==> src/qht_pkg.sv <==
`timescale 1ns / 1ps
// ----------------------------------------------------------------------------
// QoS handshake tracker package
// Shared constants, operation and status codes, handshake phases and the
// sequencer states of the in-flight handshake tracker.
// ----------------------------------------------------------------------------
package qht_pkg;

  // Default number of table entries.
  localparam int unsigned TableDepthDef = 64;

  // Field widths of one table word.
  localparam int unsigned IdW    = 16;
  localparam int unsigned PhaseW = 3;
  localparam int unsigned WordW  = IdW + PhaseW;

  // Operation codes carried on mode_i.
  typedef enum logic [3:0] {
    ModeTrackOut = 4'd0,
    ModeTrackIn  = 4'd1,
    ModePuback   = 4'd2,
    ModePubrec   = 4'd3,
    ModePubrel   = 4'd4,
    ModePubcomp  = 4'd5,
    ModeNext     = 4'd6,
    ModeRemove   = 4'd7,
    ModeQuery    = 4'd8
  } mode_e;

  // Result status codes.
  typedef enum logic [2:0] {
    StatOk       = 3'd0,
    StatPending  = 3'd1,
    StatFull     = 3'd2,
    StatNotFound = 3'd3,
    StatWrong    = 3'd4,
    StatNoAction = 3'd5
  } status_e;

  // Handshake phase stored with each entry.
  typedef enum logic [PhaseW-1:0] {
    PhWaitPuback  = 3'd0,
    PhWaitPubrec  = 3'd1,
    PhWaitPubrel  = 3'd2,
    PhWaitPubcomp = 3'd3,
    PhComplete    = 3'd4
  } phase_e;

  // Sequencer states.
  typedef enum logic [2:0] {
    StIdle,
    StScan,
    StRemRd,
    StRemWr,
    StDone
  } state_e;

endpackage

==> src/qos_handshake_tracker_unit.sv <==
`timescale 1ns / 1ps
// ----------------------------------------------------------------------------
// QoS handshake tracker
// Table of in-flight QoS 1 and QoS 2 handshakes, each entry a packet id and
// a handshake phase, held in one synchronous RAM and scanned word by word.
// ----------------------------------------------------------------------------
// Track words and unknown codes go straight to the result; lookups scan the
// table entry by entry, as the table RAM returns one registered word a cycle,
// and a remove then reads the last entry and writes it into the freed slot.
// The unit takes one word at a time; busy_o stays high through the result
// strobe and the next word is taken in the cycle after it at the earliest. No stalls.
// Reset: asynchronous, active low; it clears the entry count but not the RAM.
// ----------------------------------------------------------------------------
module qos_handshake_tracker_unit
  import qht_pkg::*;
#(
  parameter int unsigned TableDepth = TableDepthDef
) (
  input  logic            clk_i,
  input  logic            rst_ni,
  input  logic            start_i,
  output logic            busy_o,
  input  logic [3:0]      mode_i,
  input  logic [IdW-1:0]  pkt_id_i,
  input  logic [1:0]      qos_i,
  output logic            result_valid_o,
  output logic [2:0]      status_o,
  output logic [IdW-1:0]  action_id_o,
  output logic            send_kind_o,
  output logic            complete_o
);

  // The count must be able to hold the depth itself; RAM addresses only
  // need to reach the last entry.
  localparam int unsigned CntW  = $clog2(TableDepth + 1);
  localparam int unsigned AddrW = (TableDepth > 1) ? $clog2(TableDepth) : 1;

  // Sequencer and operation registers.
  state_e           state_q, state_d;
  logic [3:0]       mode_q, mode_d;
  logic [IdW-1:0]   id_q, id_d;
  logic [CntW-1:0]  cnt_q, cnt_d;

  // Scan pointers: idx_q is the next entry to read, chk_idx_q the entry whose
  // word arrives from the RAM in this cycle when chk_vld_q is set.
  logic [CntW-1:0]  idx_q, idx_d;
  logic             chk_vld_q, chk_vld_d;
  logic [AddrW-1:0] chk_idx_q, chk_idx_d;
  logic [AddrW-1:0] hit_idx_q, hit_idx_d;

  // Result registers.
  logic [2:0]       status_q, status_d;
  logic [IdW-1:0]   act_q, act_d;
  logic             kind_q, kind_d;
  logic             done_q, done_d;

  // RAM port signals.
  logic             ram_we;
  logic [AddrW-1:0] ram_waddr;
  logic [WordW-1:0] ram_wdata;
  logic             ram_re;
  logic [AddrW-1:0] ram_raddr;
  logic [WordW-1:0] ram_rdata;

  qht_ram #(
    .Width (WordW),
    .Depth (TableDepth)
  ) u_table (
    .clk_i   (clk_i),
    .we_i    (ram_we),
    .waddr_i (ram_waddr),
    .wdata_i (ram_wdata),
    .re_i    (ram_re),
    .raddr_i (ram_raddr),
    .rdata_o (ram_rdata)
  );

  // Decoding of the word returned by the RAM.
  logic [IdW-1:0]  rd_id;
  phase_e          rd_phase;
  logic            unfinished;
  logic            match;
  logic            hit;
  logic            more;
  logic            accept;
  logic            is_track;
  logic [CntW-1:0] last_idx;
  phase_e          expect_ph;
  phase_e          next_ph;
  phase_e          new_ph;

  assign rd_id      = ram_rdata[WordW-1:PhaseW];
  assign rd_phase   = phase_e'(ram_rdata[PhaseW-1:0]);
  assign unfinished = rd_phase inside {PhWaitPuback, PhWaitPubrec, PhWaitPubrel,
                                       PhWaitPubcomp};
  // Next action looks for the first unfinished entry; every other lookup
  // looks for the first entry carrying the requested id.
  assign match      = (mode_q == ModeNext) ? unfinished : (rd_id == id_q);
  assign hit        = chk_vld_q && match;
  assign more       = (idx_q < cnt_q);
  assign accept     = start_i && (state_q == StIdle);
  assign is_track   = (mode_i == ModeTrackOut) || (mode_i == ModeTrackIn);
  assign last_idx   = cnt_q - CntW'(1);

  // Expected and following phase for each acknowledgment.
  always_comb begin
    expect_ph = PhWaitPuback;
    next_ph   = PhComplete;
    case (mode_q)
      ModePuback: begin
        expect_ph = PhWaitPuback;
        next_ph   = PhComplete;
      end
      ModePubrec: begin
        expect_ph = PhWaitPubrec;
        next_ph   = PhWaitPubcomp;
      end
      ModePubrel: begin
        expect_ph = PhWaitPubrel;
        next_ph   = PhComplete;
      end
      ModePubcomp: begin
        expect_ph = PhWaitPubcomp;
        next_ph   = PhComplete;
      end
      default: begin
        expect_ph = PhWaitPuback;
        next_ph   = PhComplete;
      end
    endcase
  end

  // Phase of a newly tracked entry; a QoS of three counts as QoS 2.
  always_comb begin
    if (mode_i == ModeTrackOut) begin
      new_ph = (qos_i == 2'd1) ? PhWaitPuback : PhWaitPubrec;
    end else begin
      new_ph = (qos_i == 2'd1) ? PhComplete : PhWaitPubrel;
    end
  end

  // Next-state logic.
  always_comb begin
    state_d = state_q;
    case (state_q)
      StIdle: begin
        if (accept) begin
          if (is_track || !(mode_i inside {[ModePuback:ModeQuery]})) begin
            state_d = StDone;
          end else begin
            state_d = StScan;
          end
        end
      end
      StScan: begin
        if (hit) begin
          state_d = (mode_q == ModeRemove) ? StRemRd : StDone;
        end else if (!more && !chk_vld_q) begin
          state_d = StDone;
        end
      end
      StRemRd: state_d = StRemWr;
      StRemWr: state_d = StDone;
      StDone:  state_d = StIdle;
      default: state_d = StIdle;
    endcase
  end

  // Datapath, RAM control and result logic.
  always_comb begin
    mode_d    = mode_q;
    id_d      = id_q;
    cnt_d     = cnt_q;
    idx_d     = idx_q;
    chk_vld_d = 1'b0;
    chk_idx_d = chk_idx_q;
    hit_idx_d = hit_idx_q;
    status_d  = status_q;
    act_d     = act_q;
    kind_d    = kind_q;
    done_d    = done_q;
    ram_we    = 1'b0;
    ram_waddr = cnt_q[AddrW-1:0];
    ram_wdata = {pkt_id_i, new_ph};
    ram_re    = 1'b0;
    ram_raddr = idx_q[AddrW-1:0];

    case (state_q)
      StIdle: begin
        if (accept) begin
          mode_d   = mode_i;
          id_d     = pkt_id_i;
          idx_d    = '0;
          act_d    = '0;
          kind_d   = 1'b0;
          done_d   = 1'b0;
          status_d = StatNoAction;
          if (is_track) begin
            if (qos_i == 2'd0) begin
              // QoS 0 needs no handshake and is not stored.
              status_d = StatOk;
            end else if (cnt_q == CntW'(TableDepth)) begin
              status_d = StatFull;
            end else begin
              ram_we   = 1'b1;
              cnt_d    = cnt_q + CntW'(1);
              status_d = StatOk;
            end
          end
        end
      end

      StScan: begin
        if (hit) begin
          case (mode_q)
            ModeNext: begin
              act_d    = rd_id;
              kind_d   = !(rd_phase inside {PhWaitPuback, PhWaitPubrec});
              status_d = (rd_phase == PhWaitPubrel) ? StatPending : StatOk;
            end
            ModeQuery: begin
              status_d = StatOk;
              done_d   = (rd_phase == PhComplete);
            end
            ModeRemove: begin
              hit_idx_d = chk_idx_q;
            end
            default: begin
              // Acknowledgment: advance only from the expected phase.
              if (rd_phase == expect_ph) begin
                ram_we    = 1'b1;
                ram_waddr = chk_idx_q;
                ram_wdata = {id_q, next_ph};
                status_d  = StatOk;
              end else begin
                status_d  = StatWrong;
              end
            end
          endcase
        end else if (more) begin
          ram_re    = 1'b1;
          chk_vld_d = 1'b1;
          chk_idx_d = idx_q[AddrW-1:0];
          idx_d     = idx_q + CntW'(1);
        end else if (!chk_vld_q) begin
          status_d = (mode_q == ModeNext) ? StatNoAction : StatNotFound;
        end
      end

      StRemRd: begin
        // Fetch the last entry so that it can fill the freed slot.
        ram_re    = 1'b1;
        ram_raddr = last_idx[AddrW-1:0];
      end

      StRemWr: begin
        // When the freed slot is the last one this rewrites it unchanged.
        ram_we    = 1'b1;
        ram_waddr = hit_idx_q;
        ram_wdata = ram_rdata;
        cnt_d     = last_idx;
        status_d  = StatOk;
      end

      default: begin
      end
    endcase
  end

  always_ff @(posedge clk_i or negedge rst_ni) begin
    if (!rst_ni) begin
      state_q   <= StIdle;
      cnt_q     <= '0;
      chk_vld_q <= 1'b0;
    end else begin
      state_q   <= state_d;
      cnt_q     <= cnt_d;
      chk_vld_q <= chk_vld_d;
    end
  end

  always_ff @(posedge clk_i) begin
    mode_q    <= mode_d;
    id_q      <= id_d;
    idx_q     <= idx_d;
    chk_idx_q <= chk_idx_d;
    hit_idx_q <= hit_idx_d;
    status_q  <= status_d;
    act_q     <= act_d;
    kind_q    <= kind_d;
    done_q    <= done_d;
  end

  assign busy_o         = (state_q != StIdle);
  assign result_valid_o = (state_q == StDone);
  assign status_o       = status_q;
  assign action_id_o    = act_q;
  assign send_kind_o    = kind_q;
  assign complete_o     = done_q;

endmodule

==> src/qht_ram.sv <==
`timescale 1ns / 1ps
// ----------------------------------------------------------------------------
// Generic RAM
// Simple dual-port synchronous RAM: one write port and one read port with
// registered read data. Contents are undefined until written.
// ----------------------------------------------------------------------------
module qht_ram #(
  parameter int unsigned Width = 8,
  parameter int unsigned Depth = 16,
  localparam int unsigned AddrW = (Depth > 1) ? $clog2(Depth) : 1
) (
  input  logic             clk_i,
  input  logic             we_i,
  input  logic [AddrW-1:0] waddr_i,
  input  logic [Width-1:0] wdata_i,
  input  logic             re_i,
  input  logic [AddrW-1:0] raddr_i,
  output logic [Width-1:0] rdata_o
);

  logic [Width-1:0] mem_q [Depth];
  logic [Width-1:0] rdata_q;

  always_ff @(posedge clk_i) begin
    if (we_i) begin
      mem_q[waddr_i] <= wdata_i;
    end
    if (re_i) begin
      rdata_q <= mem_q[raddr_i];
    end
  end

  assign rdata_o = rdata_q;

endmodule

==> config.mk <==
export PLATFORM = sky130hd
export DESIGN_NAME = qos_handshake_tracker_unit
export DESIGN_NICKNAME = d
export VERILOG_FILES = /design/src/qht_pkg.sv /design/src/qos_handshake_tracker_unit.sv /design/src/qht_ram.sv
export SDC_FILE = /design/constraint.sdc
export NUM_CORES = 2
export LEC_CHECK = 0
export BUFFER_PORTS_ARGS = -buffer_cell sky130_fd_sc_hd__buf_2
export CORE_MARGIN = 1.5
export CORE_UTILIZATION = 23
export CTS_BUF_LIST = sky130_fd_sc_hd__clkbuf_16
export DETAILED_ROUTE_END_ITERATION = 7
export PLACE_DENSITY = 0.41
export RECOVER_POWER = 50
export SYNTH_ARGS = -nofsm -noshare
export SYNTH_HDL_FRONTEND = slang
export SYNTH_SLANG_ARGS = --single-unit
==> constraint.sdc <==
create_clock -name clk_i -period 13 [get_ports clk_i]
set_input_delay 2.6 -clock clk_i [delete_from_list [all_inputs] [get_ports clk_i]]
set_output_delay 2.6 -clock clk_i [all_outputs]
set_load 0.01 [all_outputs]
==> run metrics <==
register bit total from synthesis roughly 1300; first-pass GRT wire length about 200000 µm; TritonCTS clock tree built; FFs w/ async S/R, synth 0.00842; clock latency on the worst-skew pair 0.76 ns; Starting Density 0.231; Port Buffers 47; Leak between 15 and 20 nW; final worst path period need a little over 7 ns; EDFF count, synth 1295; most area-consuming cells after synthesis edfxtp_1 76%, mux4_2 13%, mux2i_1 2.3%; Register Area between 30000 and 40000 µm²; Final Hold Fails 0; Residual DRC 0; site row count 173; area fraction of the dominant cell type after synthesis 0.758; synth unique cells 52; Final Cell Area approximately 60000 µm²; Worst Setup Start Kind flip-flop; required time of the critical path about 13 ns; vias 24500; final setup violation count 0; sequential share of power 0.409; DP HPWL ~81000 µm; Routed WL about 140000 µm; Post-Synthesis Cells between 2000 and 2500; max incr delay on CP ~2.8 ns; Post-Route Setup TNS 0 ns; Hold WC Path Type flip-flop to flip-flop; Post-CTS Resized 0; number of global-route vias before repair ~26000; Arr. time, crit path between 7 and 8 ns; Vias/cell 4.27; Max Clock Freq between 100 and 150 MHz; Reg clk slew, reported paths roughly 0.060 ns; CTS Hold Bufs 0; die footprint roughly 230000 µm²; WHS Path Cells 0; Core Util, Final 0.271; initial antenna violation count 5; Gate power share 0.275; Reg-to-Reg Start u_table.rdata_o[5]$_DFFE_PP_; largest net degree at the start of global routing about 100; maximum vdd ir drop 0.188 mV; CTS root buffer clkbuf_16; Rel. slew slack -1.70; Max Slew Vio Count ~1200; worst r2r path cells 9; Worst R2R End u_table.mem_q[27][8]$_DFFE_PP_; deepest clock path buffer count 3; r2r setup slk approximately 5.7 ns; Core Region 222000 µm²; status finished, violations left; Clock power frac 0.317; CP cell instances xor2_1 > nor4_1 > nand4_1 > o22ai_1 > clkbuf_1 > and2_0 > o22ai_1 > a21oi_4 > clkbuf_1; Layout Nets approximately 2700; Avg Synthesized Cell Area just over 20 µm²; crit-path max FO 64; P_sw 3.93 mW; Initial DRT Pass Iterations 5; leading area contributor after synthesis edfxtp_1; RSZ-0062 raised after global routing no; syn_nets approximately 2500; pwr dens 206 nW/µm²; Final ANT Viol Nets 0; critical path type flip-flop to flip-flop; share of cells above drive strength 1 0.240; H-tree levels 4; Area Growth Syn to Fin 17.5%; routed length per instance between 20 and 25 µm; sequential fraction of the synthesis area 0.763; die width ~480 µm; Hold Path Sink hit_idx_q[4]$_DFFE_PP_; clk_skew roughly 0.03 ns; GR Overflow Total 0; Post-DP Area approximately 56000 µm²; CP endpoint kind flip-flop; # IOs 48; Post-CTS Setup Bufs 0; Die Ht 475 µm; Internal Power about 8.5 mW; hold path startpoint chk_idx_q[4]$_DFFE_PP_; period utilization 0.559; CTS Buf Count approximately 150; max cap viols 30; GRT Total Usage 0.123; failing checks max-capacitance violations, max-slew violations; overall power consumption 12.4 mW; Multi-input gate area between 10000 and 15000 µm²; fillcell total between 20000 and 25000; # clock sinks around 1300; Sw Ratio 0.317; GPL Wtd Cong approximately 0.77; synthesized cell area approximately 51000 µm²; Worst path slowest cell clkbuf_1; yosys warns 0; drt initial violations 2127; Worst-Margin Slew 4.04 ns; top_reg_cell synth edfxtp_1
==> per-stage QoR <==
stage               hold WS [ns]  setup slack (ns)  cells
floorplan                  0.418              7.29   2474
global placement           0.435              6.48   5470
detailed placement         0.441              6.43   5470
CTS                        0.451              7.09   5732
global route               0.460              5.32   5732
finish                     0.450              5.73   5736
==> metal layers <==
metal / track usage / part of all wire / vias to the layer above
met1: 0.165 / 0.45 / 13100
li1: - / - / 10700
met2: 0.201 / 0.48 / 532
met4: 0.0351 / 0.023 / 0
met5: 0 / 0 / -
met3: 0.0237 / 0.049 / 169
==> cell families (layout without fill, tap and decap cells) <==
family	count (synthesis)	count (layout)	synth area share
compound gates	264	264	0.0310
xor+xnor	32	32	0.00546
fa+ha+maj	10	10	0.00244
buf+inv	149	432	0.0120
flops	1306	1306	0.763
mux	424	424	0.157
other cells	0	4	0
simple gates	289	289	0.0289
==> cells in the final DEF (no fill, tap or decap), types with 12 or more instances in the layout <==
cell / count
a211oi_1: 39
nor3_1: 16
mux4_2: 304
o22ai_1: 80
o21ai_0: 12
a21oi_4: 12
xor2_1: 21
edfxtp_1: 1295
clkbuf_16: 151
buf_4: 75
clkinv_2: 19
mux2i_1: 116
nand2_1: 50
inv_1: 45
clkinv_1: 40
nor2_2: 48
nand3_1: 19
nor2_1: 30
clkbuf_1: 76
and3_1: 22
a21oi_1: 98
nor2b_1: 44
==> cells in the mapped netlist (8+ instances only) <==
library cell	number
a211oi_1	39
a21oi_1	110
and3_1	22
buf_2	39
clkbuf_1	91
dfrtp_1	11
edfxtp_1	1295
ha_1	10
inv_1	13
mux2i_1	119
mux4_2	304
nand2_1	50
nand3_1	19
nor2_1	70
nor2_2	8
nor2b_1	45
nor3_1	27
nor4_1	9
o21ai_0	12
o22ai_1	80
xnor2_1	11
xor2_1	21
==> layout make-up <==
type | count | area share
Tap cell | 2975 | 0.0618
Antenna cell | 4 | 0.000166
Clock buffer | 151 | 0.0627
Timing Repair Buffer | 156 | 0.0152
Clock inverter | 111 | 0.0125
Inverter | 14 | 0.000872
Multi-Input combinational cell | 1019 | 0.197
Sequential cell | 1306 | 0.650
==> worst max path at each step <==
stage,end,from
2_1_floorplan,u_table.mem_q[42][0]$_DFFE_PP_,mode_i[1]
3_3_place_gp,u_table.mem_q[5][6]$_DFFE_PP_,mode_i[1]
3_5_place_dp,u_table.mem_q[38][1]$_DFFE_PP_,mode_i[1]
4_1_cts,u_table.rdata_o[9]$_DFFE_PP_,state_q[1]$_DFFE_PN0P_
5_1_grt,u_table.mem_q[26][8]$_DFFE_PP_,u_table.rdata_o[17]$_DFFE_PP_
6_report,u_table.mem_q[27][8]$_DFFE_PP_,u_table.rdata_o[5]$_DFFE_PP_
==> worst max-delay path: cells and delay by family, from the launching register on <==
family | cells | cell delay [ns]
AOI/OAI and AO/OA | 3 | 0.68
xor gates and xnor gates | 1 | 0.21
buffers and inverters | 2 | 3.30
DFF | 1 | 0.53
and+or+nand+nor | 3 | 1.64
==> power by group through the flow <==
stage,clock (mW),sequential (mW),combinational [mW]
after floorplan,0,5.08,2.20
after global placement,0,5.13,3.54
after detailed placement,0,5.13,3.55
after CTS,4.05,5.04,3.55
after global routing,4.20,5.08,3.67
final,3.93,5.07,3.41
==> registers in the layout, indices dropped and copies added (netlist names), 3 cells and up <==
signal           cells
action_id_o         16
u_table.mem_q     1216
hit_idx_q            6
id_q                16
cnt_q                7
status_o             3
idx_q                7
u_table.rdata_o     19
chk_idx_q            6
mode_q               4
state_q              3
(Power assumes the default switching activity.)
